`src/design/nnt_pkg.sv`:
```
// Shared types, constants and tables for the numbered-notation tone block.
// Used by nnt_front, nnt_queue, nnt_back and numbered_notation_to_tone.
// Has no dependencies of its own.
package nnt_pkg;

  localparam int FREQ_FRAC_BITS   = 8;
  localparam int MAX_OCTAVE_SHIFT = 8;
  localparam int TABLE_FRAC       = 16;

  // Pitch index x = key + degree + semitones + XOffset stays within -1..297.
  localparam int XOffset   = 144;
  localparam int ShiftBias = FREQ_FRAC_BITS - TABLE_FRAC + (600 - XOffset) / 12 - 50;

  localparam int QDepth = 4;
  localparam int QPtrW  = $clog2(QDepth);
  localparam int QCntW  = $clog2(QDepth + 1);

  localparam int PaddrW = 4;

  localparam logic [7:0] ChPlus  = 8'h2B;
  localparam logic [7:0] ChMinus = 8'h2D;
  localparam logic [7:0] ChSharp = 8'h23;
  localparam logic [7:0] ChFlat  = 8'h62;
  localparam logic [7:0] ChUnder = 8'h5F;
  localparam logic [7:0] ChZero  = 8'h30;
  localparam logic [7:0] ChSeven = 8'h37;
  localparam logic [7:0] ChSpace = 8'h20;
  localparam logic [7:0] ChTab   = 8'h09;
  localparam logic [7:0] ChCr    = 8'h0D;

  typedef enum logic [1:0] {
    REG_KEY_SEMITONES = 2'd0,
    REG_KEY_VALID     = 2'd1,
    REG_NOTE_DURATION = 2'd2,
    REG_UNUSED        = 2'd3
  } reg_idx_e;

  typedef enum logic [1:0] {
    CMD_NONE = 2'd0,
    CMD_DASH = 2'd1,
    CMD_NOTE = 2'd2,
    CMD_REST = 2'd3
  } cmd_kind_e;

  typedef struct packed {
    logic signed [7:0] key_semitones;
    logic              key_valid;
    logic [31:0]       note_duration;
  } cfg_t;

  typedef struct packed {
    cmd_kind_e         kind;
    logic              flush;
    logic [3:0]        tone_idx;
    logic signed [6:0] shift;
    logic [4:0]        halvings;
  } cmd_t;

  function automatic logic [24:0] tone_q16(input logic [3:0] k);
    logic [24:0] t;
    case (k)
      4'd0:    t = 25'd17146184;
      4'd1:    t = 25'd18165749;
      4'd2:    t = 25'd19245940;
      4'd3:    t = 25'd20390364;
      4'd4:    t = 25'd21602838;
      4'd5:    t = 25'd22887409;
      4'd6:    t = 25'd24248366;
      4'd7:    t = 25'd25690248;
      4'd8:    t = 25'd27217870;
      4'd9:    t = 25'd28836329;
      4'd10:   t = 25'd30551026;
      4'd11:   t = 25'd32367685;
      default: t = 25'd0;
    endcase
    return t;
  endfunction

  function automatic logic signed [4:0] degree_semis(input logic [2:0] d);
    logic signed [4:0] s;
    case (d)
      3'd0:    s = -5'sd1;
      3'd1:    s = 5'sd0;
      3'd2:    s = 5'sd2;
      3'd3:    s = 5'sd4;
      3'd4:    s = 5'sd5;
      3'd5:    s = 5'sd7;
      3'd6:    s = 5'sd9;
      3'd7:    s = 5'sd11;
      default: s = 5'sd0;
    endcase
    return s;
  endfunction

endpackage

```
`src/design/numbered_notation_to_tone.sv`:
```
// Numbered-notation text to tone converter, top level.
// Holds the configuration registers and connects nnt_front, nnt_queue and
// nnt_back. Depends on nnt_pkg.
//
// Text enters one byte per beat on the input channel (character_i with
// end_of_text_i); tones leave on the result channel as frequency_o (Q24.8 Hz,
// zero for a rest), duration_o (Q16.16) and last_of_piece_o.
// The input channel takes one beat per cycle while the queue is not full. A
// beat that closes a dash, note or rest token, or ends the text, pushes a
// command into a four-entry queue; while the result channel is free the back
// end retires one command per cycle, and a result passes through the queue and
// then the result register. An end of text that closes a note while another
// is held is retired only after two results, the held tone first.
// A tone is held until the next note or rest token or the end of text closes.
// When the receiver stalls, the result register holds its beat, the back end
// stops and the queue fills; in_ready_o falls only when the queue is full.
// Reset clears the token state, the queue, the held tone and the result
// register, and sets key 0, key valid and a note duration of 1.0.
// Registers on the APB port: key_semitones at 0x0, key_valid at 0x4 and
// note_duration at 0x8; write them only while the block is idle.
module numbered_notation_to_tone (
  input  logic                       clk_i,
  input  logic                       rst_ni,
  input  logic                       in_valid_i,
  output logic                       in_ready_o,
  input  logic [7:0]                 character_i,
  input  logic                       end_of_text_i,
  output logic                       out_valid_o,
  input  logic                       out_ready_i,
  output logic [31:0]                frequency_o,
  output logic [31:0]                duration_o,
  output logic                       last_of_piece_o,
  input  logic                       psel,
  input  logic                       penable,
  input  logic                       pwrite,
  input  logic [nnt_pkg::PaddrW-1:0] paddr,
  input  logic [31:0]                pwdata,
  output logic [31:0]                prdata,
  output logic                       pready
);

  nnt_pkg::cfg_t     cfg_q;
  nnt_pkg::reg_idx_e reg_idx;
  logic              cfg_write;
  logic              push;
  nnt_pkg::cmd_t     push_cmd;
  logic              q_full;
  logic              pop;
  logic              head_valid;
  nnt_pkg::cmd_t     head;

  assign pready    = 1'b1;
  assign reg_idx   = nnt_pkg::reg_idx_e'(paddr[3:2]);
  assign cfg_write = psel && penable && pwrite && pready;

  always_ff @(posedge clk_i or negedge rst_ni) begin
    if (!rst_ni) begin
      cfg_q.key_semitones <= '0;
      cfg_q.key_valid     <= 1'b1;
      cfg_q.note_duration <= 32'd65536;
    end else if (cfg_write) begin
      case (reg_idx)
        nnt_pkg::REG_KEY_SEMITONES: cfg_q.key_semitones <= pwdata[7:0];
        nnt_pkg::REG_KEY_VALID:     cfg_q.key_valid     <= pwdata[0];
        nnt_pkg::REG_NOTE_DURATION: cfg_q.note_duration <= pwdata;
        default: begin
        end
      endcase
    end
  end

  always_comb begin
    case (reg_idx)
      nnt_pkg::REG_KEY_SEMITONES: prdata = {24'd0, cfg_q.key_semitones};
      nnt_pkg::REG_KEY_VALID:     prdata = {31'd0, cfg_q.key_valid};
      nnt_pkg::REG_NOTE_DURATION: prdata = cfg_q.note_duration;
      default:                    prdata = '0;
    endcase
  end

  assign in_ready_o = !q_full;

  nnt_front u_front (
    .clk_i         (clk_i),
    .rst_ni        (rst_ni),
    .in_valid_i    (in_valid_i),
    .in_ready_i    (in_ready_o),
    .character_i   (character_i),
    .end_of_text_i (end_of_text_i),
    .cfg_i         (cfg_q),
    .push_o        (push),
    .cmd_o         (push_cmd)
  );

  nnt_queue u_queue (
    .clk_i        (clk_i),
    .rst_ni       (rst_ni),
    .push_i       (push),
    .cmd_i        (push_cmd),
    .full_o       (q_full),
    .pop_i        (pop),
    .head_valid_o (head_valid),
    .head_o       (head)
  );

  nnt_back u_back (
    .clk_i           (clk_i),
    .rst_ni          (rst_ni),
    .cfg_i           (cfg_q),
    .head_valid_i    (head_valid),
    .head_i          (head),
    .pop_o           (pop),
    .out_valid_o     (out_valid_o),
    .out_ready_i     (out_ready_i),
    .frequency_o     (frequency_o),
    .duration_o      (duration_o),
    .last_of_piece_o (last_of_piece_o)
  );

endmodule

```
`src/design/nnt_front.sv`:
```
// Tokenizer front end: accepts text beats, tracks the open token and
// pushes one command per closed dash, note or rest token or per end of text
// into the queue. Depends on nnt_pkg.
module nnt_front (
  input  logic          clk_i,
  input  logic          rst_ni,
  input  logic          in_valid_i,
  input  logic          in_ready_i,
  input  logic [7:0]    character_i,
  input  logic          end_of_text_i,
  input  nnt_pkg::cfg_t cfg_i,
  output logic          push_o,
  output nnt_pkg::cmd_t cmd_o
);

  logic              in_token_q, in_token_d;
  logic [1:0]        len_q, len_d;
  logic [7:0]        first_q, first_d;
  logic signed [4:0] oct_q, oct_d;
  logic signed [4:0] semi_q, semi_d;
  logic [4:0]        halv_q, halv_d;

  logic              accept;
  logic              is_space;
  logic              is_dash;
  logic              is_digit;
  nnt_pkg::cmd_kind_e kind;
  logic signed [9:0] x_s;
  logic [8:0]        x;
  logic [16:0]       prod;
  logic [4:0]        qx;
  logic [8:0]        rem;
  logic signed [6:0] shift;

  assign accept   = in_valid_i && in_ready_i;
  assign is_space = (character_i == nnt_pkg::ChSpace) ||
                    ((character_i >= nnt_pkg::ChTab) && (character_i <= nnt_pkg::ChCr));
  assign is_dash  = in_token_q && (len_q == 2'd1) && (first_q == nnt_pkg::ChMinus);
  assign is_digit = in_token_q && (first_q >= nnt_pkg::ChZero) &&
                    (first_q <= nnt_pkg::ChSeven);

  always_comb begin
    if (is_dash) begin
      kind = nnt_pkg::CMD_DASH;
    end else if (is_digit && (first_q == nnt_pkg::ChZero)) begin
      kind = nnt_pkg::CMD_REST;
    end else if (is_digit) begin
      kind = nnt_pkg::CMD_NOTE;
    end else begin
      kind = nnt_pkg::CMD_NONE;
    end
  end

  // The multiply by 171 and shift by 11 is an exact floor of x / 12 for x below 300.
  always_comb begin
    x_s   = 10'(cfg_i.key_semitones) + 10'(nnt_pkg::degree_semis(first_q[2:0])) +
            10'(semi_q) + 10'(nnt_pkg::XOffset);
    x     = x_s[8:0];
    prod  = 17'(x) * 17'd171;
    qx    = prod[15:11];
    rem   = x - 9'(qx) * 9'd12;
    shift = 7'(qx) + 7'(oct_q) + 7'(nnt_pkg::ShiftBias);
  end

  always_comb begin
    cmd_o.kind     = kind;
    cmd_o.flush    = end_of_text_i;
    cmd_o.tone_idx = rem[3:0];
    cmd_o.shift    = shift;
    cmd_o.halvings = halv_q;
  end

  always_comb begin
    in_token_d = in_token_q;
    len_d      = len_q;
    first_d    = first_q;
    oct_d      = oct_q;
    semi_d     = semi_q;
    halv_d     = halv_q;
    push_o     = 1'b0;
    if (accept) begin
      if (end_of_text_i || is_space) begin
        push_o     = end_of_text_i || (kind != nnt_pkg::CMD_NONE);
        in_token_d = 1'b0;
        len_d      = '0;
        first_d    = '0;
        oct_d      = '0;
        semi_d     = '0;
        halv_d     = '0;
      end else if (!in_token_q) begin
        in_token_d = 1'b1;
        len_d      = 2'd1;
        first_d    = character_i;
        oct_d      = '0;
        semi_d     = '0;
        halv_d     = '0;
      end else begin
        if (len_q != 2'd3) begin
          len_d = len_q + 2'd1;
        end
        case (character_i)
          nnt_pkg::ChPlus: begin
            if (oct_q < 5'(nnt_pkg::MAX_OCTAVE_SHIFT)) oct_d = oct_q + 5'sd1;
          end
          nnt_pkg::ChMinus: begin
            if (oct_q > -5'(nnt_pkg::MAX_OCTAVE_SHIFT)) oct_d = oct_q - 5'sd1;
          end
          nnt_pkg::ChSharp: begin
            if (semi_q < 5'sd15) semi_d = semi_q + 5'sd1;
          end
          nnt_pkg::ChFlat: begin
            if (semi_q > -5'sd16) semi_d = semi_q - 5'sd1;
          end
          nnt_pkg::ChUnder: begin
            if (halv_q != 5'd31) halv_d = halv_q + 5'd1;
          end
          default: begin
          end
        endcase
      end
    end
  end

  always_ff @(posedge clk_i or negedge rst_ni) begin
    if (!rst_ni) begin
      in_token_q <= 1'b0;
      len_q      <= '0;
      first_q    <= '0;
      oct_q      <= '0;
      semi_q     <= '0;
      halv_q     <= '0;
    end else begin
      in_token_q <= in_token_d;
      len_q      <= len_d;
      first_q    <= first_d;
      oct_q      <= oct_d;
      semi_q     <= semi_d;
      halv_q     <= halv_d;
    end
  end

endmodule

```
`src/design/nnt_queue.sv`:
```
// Small command queue between the tokenizer and the tone back end.
// Depends on nnt_pkg for the entry type and depth.
module nnt_queue (
  input  logic          clk_i,
  input  logic          rst_ni,
  input  logic          push_i,
  input  nnt_pkg::cmd_t cmd_i,
  output logic          full_o,
  input  logic          pop_i,
  output logic          head_valid_o,
  output nnt_pkg::cmd_t head_o
);

  nnt_pkg::cmd_t                   mem_q [nnt_pkg::QDepth];
  logic [nnt_pkg::QPtrW-1:0]       wptr_q, wptr_d;
  logic [nnt_pkg::QPtrW-1:0]       rptr_q, rptr_d;
  logic [nnt_pkg::QCntW-1:0]       cnt_q, cnt_d;
  logic                            do_push;
  logic                            do_pop;

  assign full_o       = (cnt_q == nnt_pkg::QCntW'(nnt_pkg::QDepth));
  assign head_valid_o = (cnt_q != '0);
  assign head_o       = mem_q[rptr_q];
  assign do_push      = push_i && !full_o;
  assign do_pop       = pop_i && head_valid_o;

  always_comb begin
    wptr_d = do_push ? wptr_q + 1'b1 : wptr_q;
    rptr_d = do_pop  ? rptr_q + 1'b1 : rptr_q;
    cnt_d  = cnt_q + nnt_pkg::QCntW'(do_push) - nnt_pkg::QCntW'(do_pop);
  end

  always_ff @(posedge clk_i) begin
    if (do_push) begin
      mem_q[wptr_q] <= cmd_i;
    end
  end

  always_ff @(posedge clk_i or negedge rst_ni) begin
    if (!rst_ni) begin
      wptr_q <= '0;
      rptr_q <= '0;
      cnt_q  <= '0;
    end else begin
      wptr_q <= wptr_d;
      rptr_q <= rptr_d;
      cnt_q  <= cnt_d;
    end
  end

endmodule

```
`src/design/nnt_back.sv`:
```
// Tone back end: turns queued commands into held tones, extends them on
// dashes and drives the registered result channel. Depends on nnt_pkg.
module nnt_back (
  input  logic          clk_i,
  input  logic          rst_ni,
  input  nnt_pkg::cfg_t cfg_i,
  input  logic          head_valid_i,
  input  nnt_pkg::cmd_t head_i,
  output logic          pop_o,
  output logic          out_valid_o,
  input  logic          out_ready_i,
  output logic [31:0]   frequency_o,
  output logic [31:0]   duration_o,
  output logic          last_of_piece_o
);

  logic        held_valid_q, held_valid_d;
  logic [31:0] held_freq_q, held_freq_d;
  logic [31:0] held_dur_q, held_dur_d;
  logic        phase_q, phase_d;
  logic        out_valid_q;
  logic [31:0] out_freq_q;
  logic [31:0] out_dur_q;
  logic        out_last_q;

  logic        out_free;
  logic        emit;
  logic [31:0] emit_freq;
  logic [31:0] emit_dur;
  logic        emit_last;
  logic        is_tone;
  logic [63:0] tone_w;
  logic [63:0] shifted;
  logic [6:0]  neg_shift;
  logic [31:0] new_freq;
  logic [31:0] new_dur;
  logic [32:0] dur_sum;
  logic [31:0] dur_eff;

  assign out_free = !out_valid_q || out_ready_i;
  assign is_tone  = (head_i.kind == nnt_pkg::CMD_NOTE) || (head_i.kind == nnt_pkg::CMD_REST);

  always_comb begin
    tone_w    = 64'(nnt_pkg::tone_q16(head_i.tone_idx));
    neg_shift = 7'(-head_i.shift);
    shifted   = '0;
    new_freq  = '0;
    if (head_i.kind == nnt_pkg::CMD_NOTE) begin
      if (head_i.shift >= 7'sd0) begin
        shifted = tone_w << head_i.shift[5:0];
        if ((head_i.shift > 7'sd39) || (shifted[63:32] != '0)) begin
          new_freq = '1;
        end else begin
          new_freq = shifted[31:0];
        end
      end else if (neg_shift <= 7'd26) begin
        shifted  = (tone_w + (64'd1 << (neg_shift - 7'd1))) >> neg_shift;
        new_freq = shifted[31:0];
      end
    end
    new_dur = cfg_i.note_duration >> head_i.halvings;
    dur_sum = 33'(held_dur_q) + 33'(cfg_i.note_duration);
    if ((head_i.kind == nnt_pkg::CMD_DASH) && held_valid_q) begin
      dur_eff = dur_sum[32] ? '1 : dur_sum[31:0];
    end else begin
      dur_eff = held_dur_q;
    end
  end

  always_comb begin
    held_valid_d = held_valid_q;
    held_freq_d  = held_freq_q;
    held_dur_d   = held_dur_q;
    phase_d      = phase_q;
    pop_o        = 1'b0;
    emit         = 1'b0;
    emit_freq    = held_freq_q;
    emit_dur     = held_dur_q;
    emit_last    = 1'b0;
    if (head_valid_i) begin
      if (phase_q) begin
        if (out_free) begin
          emit         = 1'b1;
          emit_last    = 1'b1;
          held_valid_d = 1'b0;
          phase_d      = 1'b0;
          pop_o        = 1'b1;
        end
      end else if (!cfg_i.key_valid) begin
        pop_o = 1'b1;
        if (is_tone || head_i.flush) begin
          held_valid_d = 1'b0;
        end
      end else if (is_tone) begin
        if (held_valid_q) begin
          if (out_free) begin
            emit        = 1'b1;
            held_freq_d = new_freq;
            held_dur_d  = new_dur;
            if (head_i.flush) begin
              phase_d = 1'b1;
            end else begin
              pop_o = 1'b1;
            end
          end
        end else if (head_i.flush) begin
          if (out_free) begin
            emit      = 1'b1;
            emit_freq = new_freq;
            emit_dur  = new_dur;
            emit_last = 1'b1;
            pop_o     = 1'b1;
          end
        end else begin
          held_valid_d = 1'b1;
          held_freq_d  = new_freq;
          held_dur_d   = new_dur;
          pop_o        = 1'b1;
        end
      end else if (head_i.flush) begin
        if (held_valid_q) begin
          if (out_free) begin
            emit         = 1'b1;
            emit_dur     = dur_eff;
            emit_last    = 1'b1;
            held_valid_d = 1'b0;
            pop_o        = 1'b1;
          end
        end else begin
          pop_o = 1'b1;
        end
      end else begin
        held_dur_d = dur_eff;
        pop_o      = 1'b1;
      end
    end
  end

  always_ff @(posedge clk_i) begin
    held_freq_q <= held_freq_d;
    held_dur_q  <= held_dur_d;
    if (emit) begin
      out_freq_q <= emit_freq;
      out_dur_q  <= emit_dur;
      out_last_q <= emit_last;
    end
  end

  always_ff @(posedge clk_i or negedge rst_ni) begin
    if (!rst_ni) begin
      held_valid_q <= 1'b0;
      phase_q      <= 1'b0;
      out_valid_q  <= 1'b0;
    end else begin
      held_valid_q <= held_valid_d;
      phase_q      <= phase_d;
      if (emit) begin
        out_valid_q <= 1'b1;
      end else if (out_ready_i) begin
        out_valid_q <= 1'b0;
      end
    end
  end

  assign out_valid_o     = out_valid_q;
  assign frequency_o     = out_freq_q;
  assign duration_o      = out_dur_q;
  assign last_of_piece_o = out_last_q;

endmodule

```
`config.mk`:
```
export PLATFORM = sky130hd
export DESIGN_NAME = numbered_notation_to_tone
export DESIGN_NICKNAME = d
export VERILOG_FILES = /design/src/design/nnt_pkg.sv /design/src/design/numbered_notation_to_tone.sv /design/src/design/nnt_front.sv /design/src/design/nnt_queue.sv /design/src/design/nnt_back.sv
export SDC_FILE = /design/constraint.sdc
export NUM_CORES = 1
export LEC_CHECK = 0
export BUFFER_PORTS_ARGS = -buffer_cell sky130_fd_sc_hd__buf_2
export CORE_ASPECT_RATIO = 0.8
export CORE_MARGIN = 3
export CORE_UTILIZATION = 30
export CTS_CLUSTER_DIAMETER = 150
export CTS_CLUSTER_SIZE = 24
export DETAILED_ROUTE_END_ITERATION = 10
export HOLD_SLACK_MARGIN = 0.03
export PLACE_DENSITY = 0.51
export SETUP_SLACK_MARGIN = 0.4
export SYNTH_ARGS = -nofsm -noshare
export SYNTH_HDL_FRONTEND = slang
export SYNTH_HIERARCHICAL = 1
export SYNTH_SLANG_ARGS = --single-unit
export TNS_END_PERCENT = 50
```
`constraint.sdc`:
```
create_clock -name clk_i -period 24.4 [get_ports clk_i]
set_input_delay 3.66 -clock clk_i [delete_from_list [all_inputs] [get_ports clk_i]]
set_output_delay 3.66 -clock clk_i [all_outputs]
set_load 0.02 [all_outputs]
```
==> results.json, run 1 <==
{
  "via_count": 25400,
  "grt_pass1_vias": 22800,
  "synth_area_leaders": "edfxtp_1, ha_1, dfrtp_1",
  "endpoint_kind": "register",
  "cp.arrival_ns": 9.85,
  "synth_top_area_share_pct": 22.6,
  "synthArstFlopShare_pct": 27.3,
  "gr-total-overflow": 0,
  "die_x_um": 343,
  "floorplan.initialDensity_pct": 30.4,
  "grt_pass1_wl_um": 149000,
  "cts.sinks": 282,
  "synth_flop_cell": "edfxtp_1",
  "drcViolationCount": 0,
  "antenna_found_initial": 0,
  "clk_latency_ns": 0.54,
  "wire_per_inst_um": 23.4,
  "mappedNetlistNets": 3299,
  "post_cts_buffers": 0,
  "rsz0062_at_grt": "no",
  "relSlewSlack_pct": 23.1,
  "fin_crit_ns": 9.57,
  "finalSetupTns_ns": 0,
  "fmax_mhz": 104,
  "grt_max_degree": 63,
  "synth_edf_count": 205,
  "diodes": 0,
  "critPathRequiredTime_ns": 24.68,
  "hold_viol": 0,
  "wirelength_um": 99700,
  "outcome": "finished, final reports clean",
  "nets": 3300,
  "dieArea_mm2": 0.0944,
  "syn_inst": 3065,
  "postCtsResizedCells": 0,
  "rows": 98,
  "final_core_util_pct": 32.7,
  "finalCritPeriodShare_pct": 39.2,
  "fillCellCount": 9410,
  "synthToLayoutAreaGrowth_pct": 7.75,
  "synth_cell_type_count": 115,
  "drive_gt1_share_pct": 13.2,
  "grt_usage_pct": 20.4,
  "die_h_um": 275,
  "ys_seq_elements": 282,
  "final_antenna_net_count": 0,
  "clock_skew_ns": 0.0285,
  "max-cap-violations": 0,
  "drv_slew": 0,
  "path_class": "reg2reg",
  "setup-violations-final": 0,
  "tightest_slew_ns": 1.14,
  "cts_tree": "done",
  "yosys.area.top_type": "edfxtp_1",
  "critPathLaunchType": "register",
  "hpwl_um": 75100,
  "clkSlewWorstSetupHoldPaths_ns": 0.09,
  "yosysMostFrequentCell": "nand2_1",
  "place.gp.congestion": 0.930,
  "numCtsBuffers": 15,
  "root_buffer": "clkbuf_16",
  "ys_seq_area_share_pct": 29.7,
  "drtIter0Drc": 3416,
  "crit_fanout": 57,
  "dr.pass1.iters": 6,
  "syn_area_mm2": 0.0272,
  "hp-class": "reg2reg",
  "yosys_warnings": 6,
  "synthTopCellsByCount": "nand2_1, nor2_1, edfxtp_1",
  "postCtsHoldBufs": 0,
  "core_area_mm2": 0.0896,
  "avgSynthCellArea_um2": 8.88,
  "avgViaCountPerCell": 5.94,
  "h-tree-depth": 1,
  "clk_path_buf_depth": 3,
  "port_buffers": 148,
  "io_pins": 152
}
## stage by stage
stage | cells | instance area [um2] | setup slack [ns] | hold WS (ns)
2_1_floorplan | 3065 | 27200 | 16.18 | 0.448
3_3_place_gp | 4249 | 28900 | 15.10 | 0.468
3_5_place_dp | 4249 | 28900 | 15.09 | 0.473
4_1_cts | 4271 | 29300 | 15.04 | 0.496
5_1_grt | 4271 | 29300 | 14.35 | 0.538
6_report | 4271 | 29300 | 14.83 | 0.492
## area by class of cell
class | instances | area (um2) | area share [%]
Inverter | 123 | 462 | 1.57
Tap cell | 1200 | 1500 | 5.12
Clock buffer | 20 | 394 | 1.34
Clock inverter | 2 | 17.5 | 0.0597
Sequential cell | 282 | 8090 | 27.6
Timing Repair Buffer | 194 | 1090 | 3.71
Multi-Input combinational cell | 2450 | 17800 | 60.6
## layout by cell type, fill, tap and decap left out, types with 51 or more instances in the layout
| master | instances |
|---|---|
| nand2_1 | 303 |
| and2_1 | 51 |
| nor3_1 | 66 |
| nand3_1 | 79 |
| dfrtp_1 | 75 |
| buf_2 | 147 |
| nor2_1 | 236 |
| a21oi_1 | 193 |
| o21ai_0 | 174 |
| o22ai_1 | 56 |
| mux2i_1 | 79 |
| ha_1 | 153 |
| xnor2_1 | 58 |
| edfxtp_1 | 205 |
| inv_1 | 117 |
| a211oi_1 | 54 |
## state kept, by name, summed over array words and instances, names as in the netlist, 2 cells and up
name                cells
cfg_q                  41
u_back/duration_o      32
u_back/frequency_o     32
u_back/held_dur_q      32
u_back/held_freq_q     32
u_front/first_q         8
u_front/halv_q          5
u_front/len_q           2
u_front/oct_q           5
u_front/semi_q          5
u_queue/cnt_q           3
u_queue/mem_q          76
u_queue/rptr_q          2
u_queue/wptr_q          2
## critical path, cell delays in order, from the launching register on
cell and delay [ns]:
dfrtp_1 0.54, mux4_4 1.03, inv_1 0.13, buf_4 0.48, ha_1 0.68, nor2b_1 0.51, nand2_1 0.21, xnor2_1 0.36
nor3_1 0.10, a21oi_1 0.35, nor2_1 0.14, nand2_1 0.23, nor2_1 0.09, ha_1 0.22, fa_1 0.40, a211oi_1 0.41
o21ai_1 0.33, a31oi_1 0.71, or3_1 0.24, nand3_1 0.17, a31oi_1 0.22, a22oi_1 0.17, a221o_1 0.49, a2111oi_0 0.64
o32a_1 0.33, o21ai_1 0.10
## final timing paths
check	endpoint	from	slack (ns)	cells after the start
max in group asynchronous	u_front/semi_q[2]$_DFFE_PN0P_	rst_ni	20.32	2
min in group asynchronous	u_back/held_valid_q$_DFFE_PN0P_	rst_ni	3.08	1
hold / removal	u_front/first_q[5]$_DFFE_PN0P_	u_front/first_q[5]$_DFFE_PN0P_	0.49	1
hold reg to reg	u_front/first_q[5]$_DFFE_PN0P_	u_front/first_q[5]$_DFFE_PN0P_	0.49	1
setup / recovery	u_back/frequency_o[9]$_DFFE_PP_	u_queue/rptr_q[0]$_DFFE_PN0P_	14.83	25
setup reg to reg	u_back/frequency_o[9]$_DFFE_PP_	u_queue/rptr_q[0]$_DFFE_PN0P_	14.83	25
## logic make-up after synthesis
logic type                 count (synthesis)  share of synthesized area (%)
adders and majority gates                182                           9.17
other                                      1                         0.0138
muxes                                    185                           9.40
AOI/OAI and AO/OA                        964                           24.8
and+or+nand+nor                         1029                           18.9
DFF                                      282                           29.7
buffers and inverters                    333                           5.18
xor gates and xnor gates                  89                           2.86
## metal layers
layer | routed length, um | vias to the layer above | track usage, %
li1 | - | 11700 | -
met1 | 48100 | 12400 | 32.5
met2 | 39900 | 1228 | 28.0
met3 | 10400 | 94 | 4.42
met4 | 1360 | 0 | 2.69
met5 | 0 | - | 0
Power of run 1 is left out: the tool's default activity adds up to more than one toggle a clock period on the data nets, which glitch-free logic cannot reach.
==> run 2: changes to the inputs <==
- ABC_AREA: unset -> 1
- PLACE_DENSITY: 0.51 -> 0.53
- clock period: 24.4 -> 8 ns (I/O delays scaled with it)
==> run 2 against run 1 <==
Compared with the run above: global-route usage down 1.4 points; clock skew up 0.0029 ns; critical path depth rose by 10; hold slack better by 0.0040 ns; cell count rose by 23%; first-iteration DRC count fell by 7.7%.
==> results.json, run 2 <==
{
  "crit_path_top_delay_cell": "fa_2",
  "r2r_start": "u_front/first_q[1]$_DFFE_PN0P_",
  "finalCritPeriodShare_pct": 89.1,
  "synth_top_area_share_pct": 22.7,
  "synthTopCellsByCount": "nand2_1, nand3_1, inv_1",
  "die_h_um": 275,
  "wirelength_um": 92300,
  "ys_seq_area_share_pct": 29.8,
  "yosys_warnings": 6,
  "synthArstFlopShare_pct": 27.3,
  "dr.pass1.iters": 6,
  "drcViolationCount": 0,
  "crit_fanout": 5,
  "clk_path_buf_depth": 3,
  "yosys.area.top_type": "edfxtp_1",
  "grt_max_degree": 75,
  "max-cap-violations": 0,
  "place.gp.congestion": 0.932,
  "min_to": "u_front/first_q[7]$_DFFE_PN0P_",
  "avgViaCountPerCell": 5.21,
  "root_buffer": "clkbuf_16",
  "hold_depth": 2,
  "fmax_mhz": 140,
  "synth_area_leaders": "edfxtp_1, nand2_1, nand3_1",
  "critPathRequiredTime_ns": 8.36,
  "drtIter0Drc": 3154,
  "hold_viol": 0,
  "nets": 4279,
  "crit_path_start": "u_front/first_q[1]$_DFFE_PN0P_",
  "hpwl_um": 69900,
  "r2r_slack_ns": 0.87,
  "io_pins": 152,
  "ys_seq_elements": 282,
  "synth_cell_type_count": 72,
  "core_area_mm2": 0.0896,
  "reg_top3": "u_queue/mem_q: 76 flops, cfg_q: 41 flops",
  "fillCellCount": 9945,
  "dieArea_mm2": 0.0942,
  "synth_flop_cell": "edfxtp_1",
  "path_class": "reg2reg",
  "cts.sinks": 282,
  "antenna_found_initial": 2,
  "rsz0062_at_grt": "no",
  "rr_worst_depth": 35,
  "via_count": 27400,
  "port_buffers": 148,
  "grt_pass1_wl_um": 144000,
  "clk_latency_ns": 0.54,
  "synth_edf_count": 205,
  "critPathTopFamily": "adder cells",
  "synthToLayoutAreaGrowth_pct": 8.08,
  "syn_inst": 4035,
  "grt_pass1_vias": 24500,
  "tightest_slew_ns": 1.20,
  "layout_common_cells": "nand2_1, nand3_1, inv_1",
  "endpoint_kind": "register",
  "crit_buf_inv": 7,
  "grt_usage_pct": 19.0,
  "slowest_delay_ns": 0.58,
  "mappedNetlistNets": 4269,
  "clock_skew_ns": 0.0314,
  "floorplan.initialDensity_pct": 30.3,
  "syn_area_mm2": 0.0272,
  "wire_per_inst_um": 17.6,
  "rows": 98,
  "drv_slew": 0,
  "largest_register_ffs": 76,
  "cp.arrival_ns": 7.49,
  "min_from": "u_front/first_q[7]$_DFFE_PN0P_",
  "hp-class": "reg2reg",
  "avgSynthCellArea_um2": 6.73,
  "clkSlewWorstSetupHoldPaths_ns": 0.11,
  "final_common_cell": "nand2_1",
  "h-tree-depth": 1,
  "outcome": "finished, final reports clean",
  "setup-violations-final": 0,
  "regMostFlops": "u_queue/mem_q",
  "fin_crit_ns": 7.13,
  "relSlewSlack_pct": 19.5,
  "die_x_um": 342,
  "finalSetupTns_ns": 0,
  "rr_endpoint": "u_queue/mem_q[0][11]$_DFFE_PP_",
  "critPathLaunchType": "register",
  "yosysMostFrequentCell": "nand2_1",
  "cts_tree": "done",
  "numCtsBuffers": 15,
  "final_antenna_net_count": 0,
  "gr-total-overflow": 0,
  "drive_gt1_share_pct": 8.81
}
[run 2: cell count changes in the layout (fill, tap and decap cells not counted), sizes merged, moves of 39 or more]
cell	previous run	this run
and2	52	1
a211oi	54	15
a21o	46	7
nor2	241	310
o22ai	56	14
mux4	48	0
o21ai	192	360
nand2	303	1253
nand3	81	498
a21oi	198	159
nand2b	39	0
inv	120	388
mux2i	80	15
mux2	57	0
[run 2: area by class of cell]
| cell class | count | area [um2] | area share, % |
|---|---|---|---|
| sequential | 282 | 8090 | 27.5 |
| timing repair buffer | 206 | 1180 | 4.01 |
| clock inverter | 2 | 17.5 | 0.0596 |
| clock buffer | 23 | 405 | 1.38 |
| antenna | 1 | 2.50 | 0.00852 |
| multi-input combinational | 3147 | 16700 | 56.9 |
| tap | 1200 | 1500 | 5.11 |
| inverter | 393 | 1480 | 5.03 |
[run 2: worst max-delay path by stage]
stage | depth (start not counted) | end | slack [ns]
after floorplan | 39 | u_queue/mem_q[0][11]$_DFFE_PP_ | 1.12
after global routing | 37 | u_queue/mem_q[0][11]$_DFFE_PP_ | 0.36
after global placement | 40 | u_queue/mem_q[2][11]$_DFFE_PP_ | 0.61
after detailed placement | 40 | u_queue/mem_q[2][11]$_DFFE_PP_ | 0.54
after CTS | 40 | u_queue/mem_q[0][11]$_DFFE_PP_ | 0.48
final | 35 | u_queue/mem_q[0][11]$_DFFE_PP_ | 0.87
[run 2: tightest hold or removal path: stages, from the launching register on]
cell and delay [ns]:
dfrtp_1 0.36, nand2_1 0.07, o21ai_2 0.05
[run 2: metal layers]
layer | track usage (%) | wire (um) | vias to the layer above
met5 | 0 | 0 | -
met4 | 1.91 | 769 | 0
met3 | 2.84 | 8320 | 48
met2 | 26.3 | 36300 | 1055
met1 | 31.1 | 47000 | 12700
li1 | - | - | 13500
[run 2: kinds of logic after synthesis]
logic type	after synthesis	synth area share, %
other	1	0.0138
and+or+nand+nor	2183	34.2
xor gates and xnor gates	62	2.05
adders and majority gates	182	9.18
muxes	15	0.553
buffers and inverters	606	9.13
AOI/OAI and AO/OA	704	15.1
DFF	282	29.8
[run 2: timing repair]
| action | CTS | global route |
|---|---|---|
| gates resized for setup | 0 | 16 |
| setup buffers | 0 | 1 |
| hold endpoints to repair | 0 | 0 |
| hold buffers | 0 | 0 |
| setup endpoints to repair | 0 | 12 |
[run 2: stage by stage]
step / utilization [%] / worst slack [ns] / cell area, um2 / hold WS (ns) / std cells
global route: 32.8 / 0.364 / 29400 / 0.528 / 5253
floorplan: - / 1.12 / 27200 / 0.441 / 4035
global placement: 32.2 / 0.605 / 28900 / 0.459 / 5227
detailed placement: 32.2 / 0.540 / 28900 / 0.477 / 5227
CTS: 32.7 / 0.476 / 29300 / 0.502 / 5252
finish: 32.8 / 0.873 / 29400 / 0.496 / 5254
Power of run 2 is left out for the same reason.
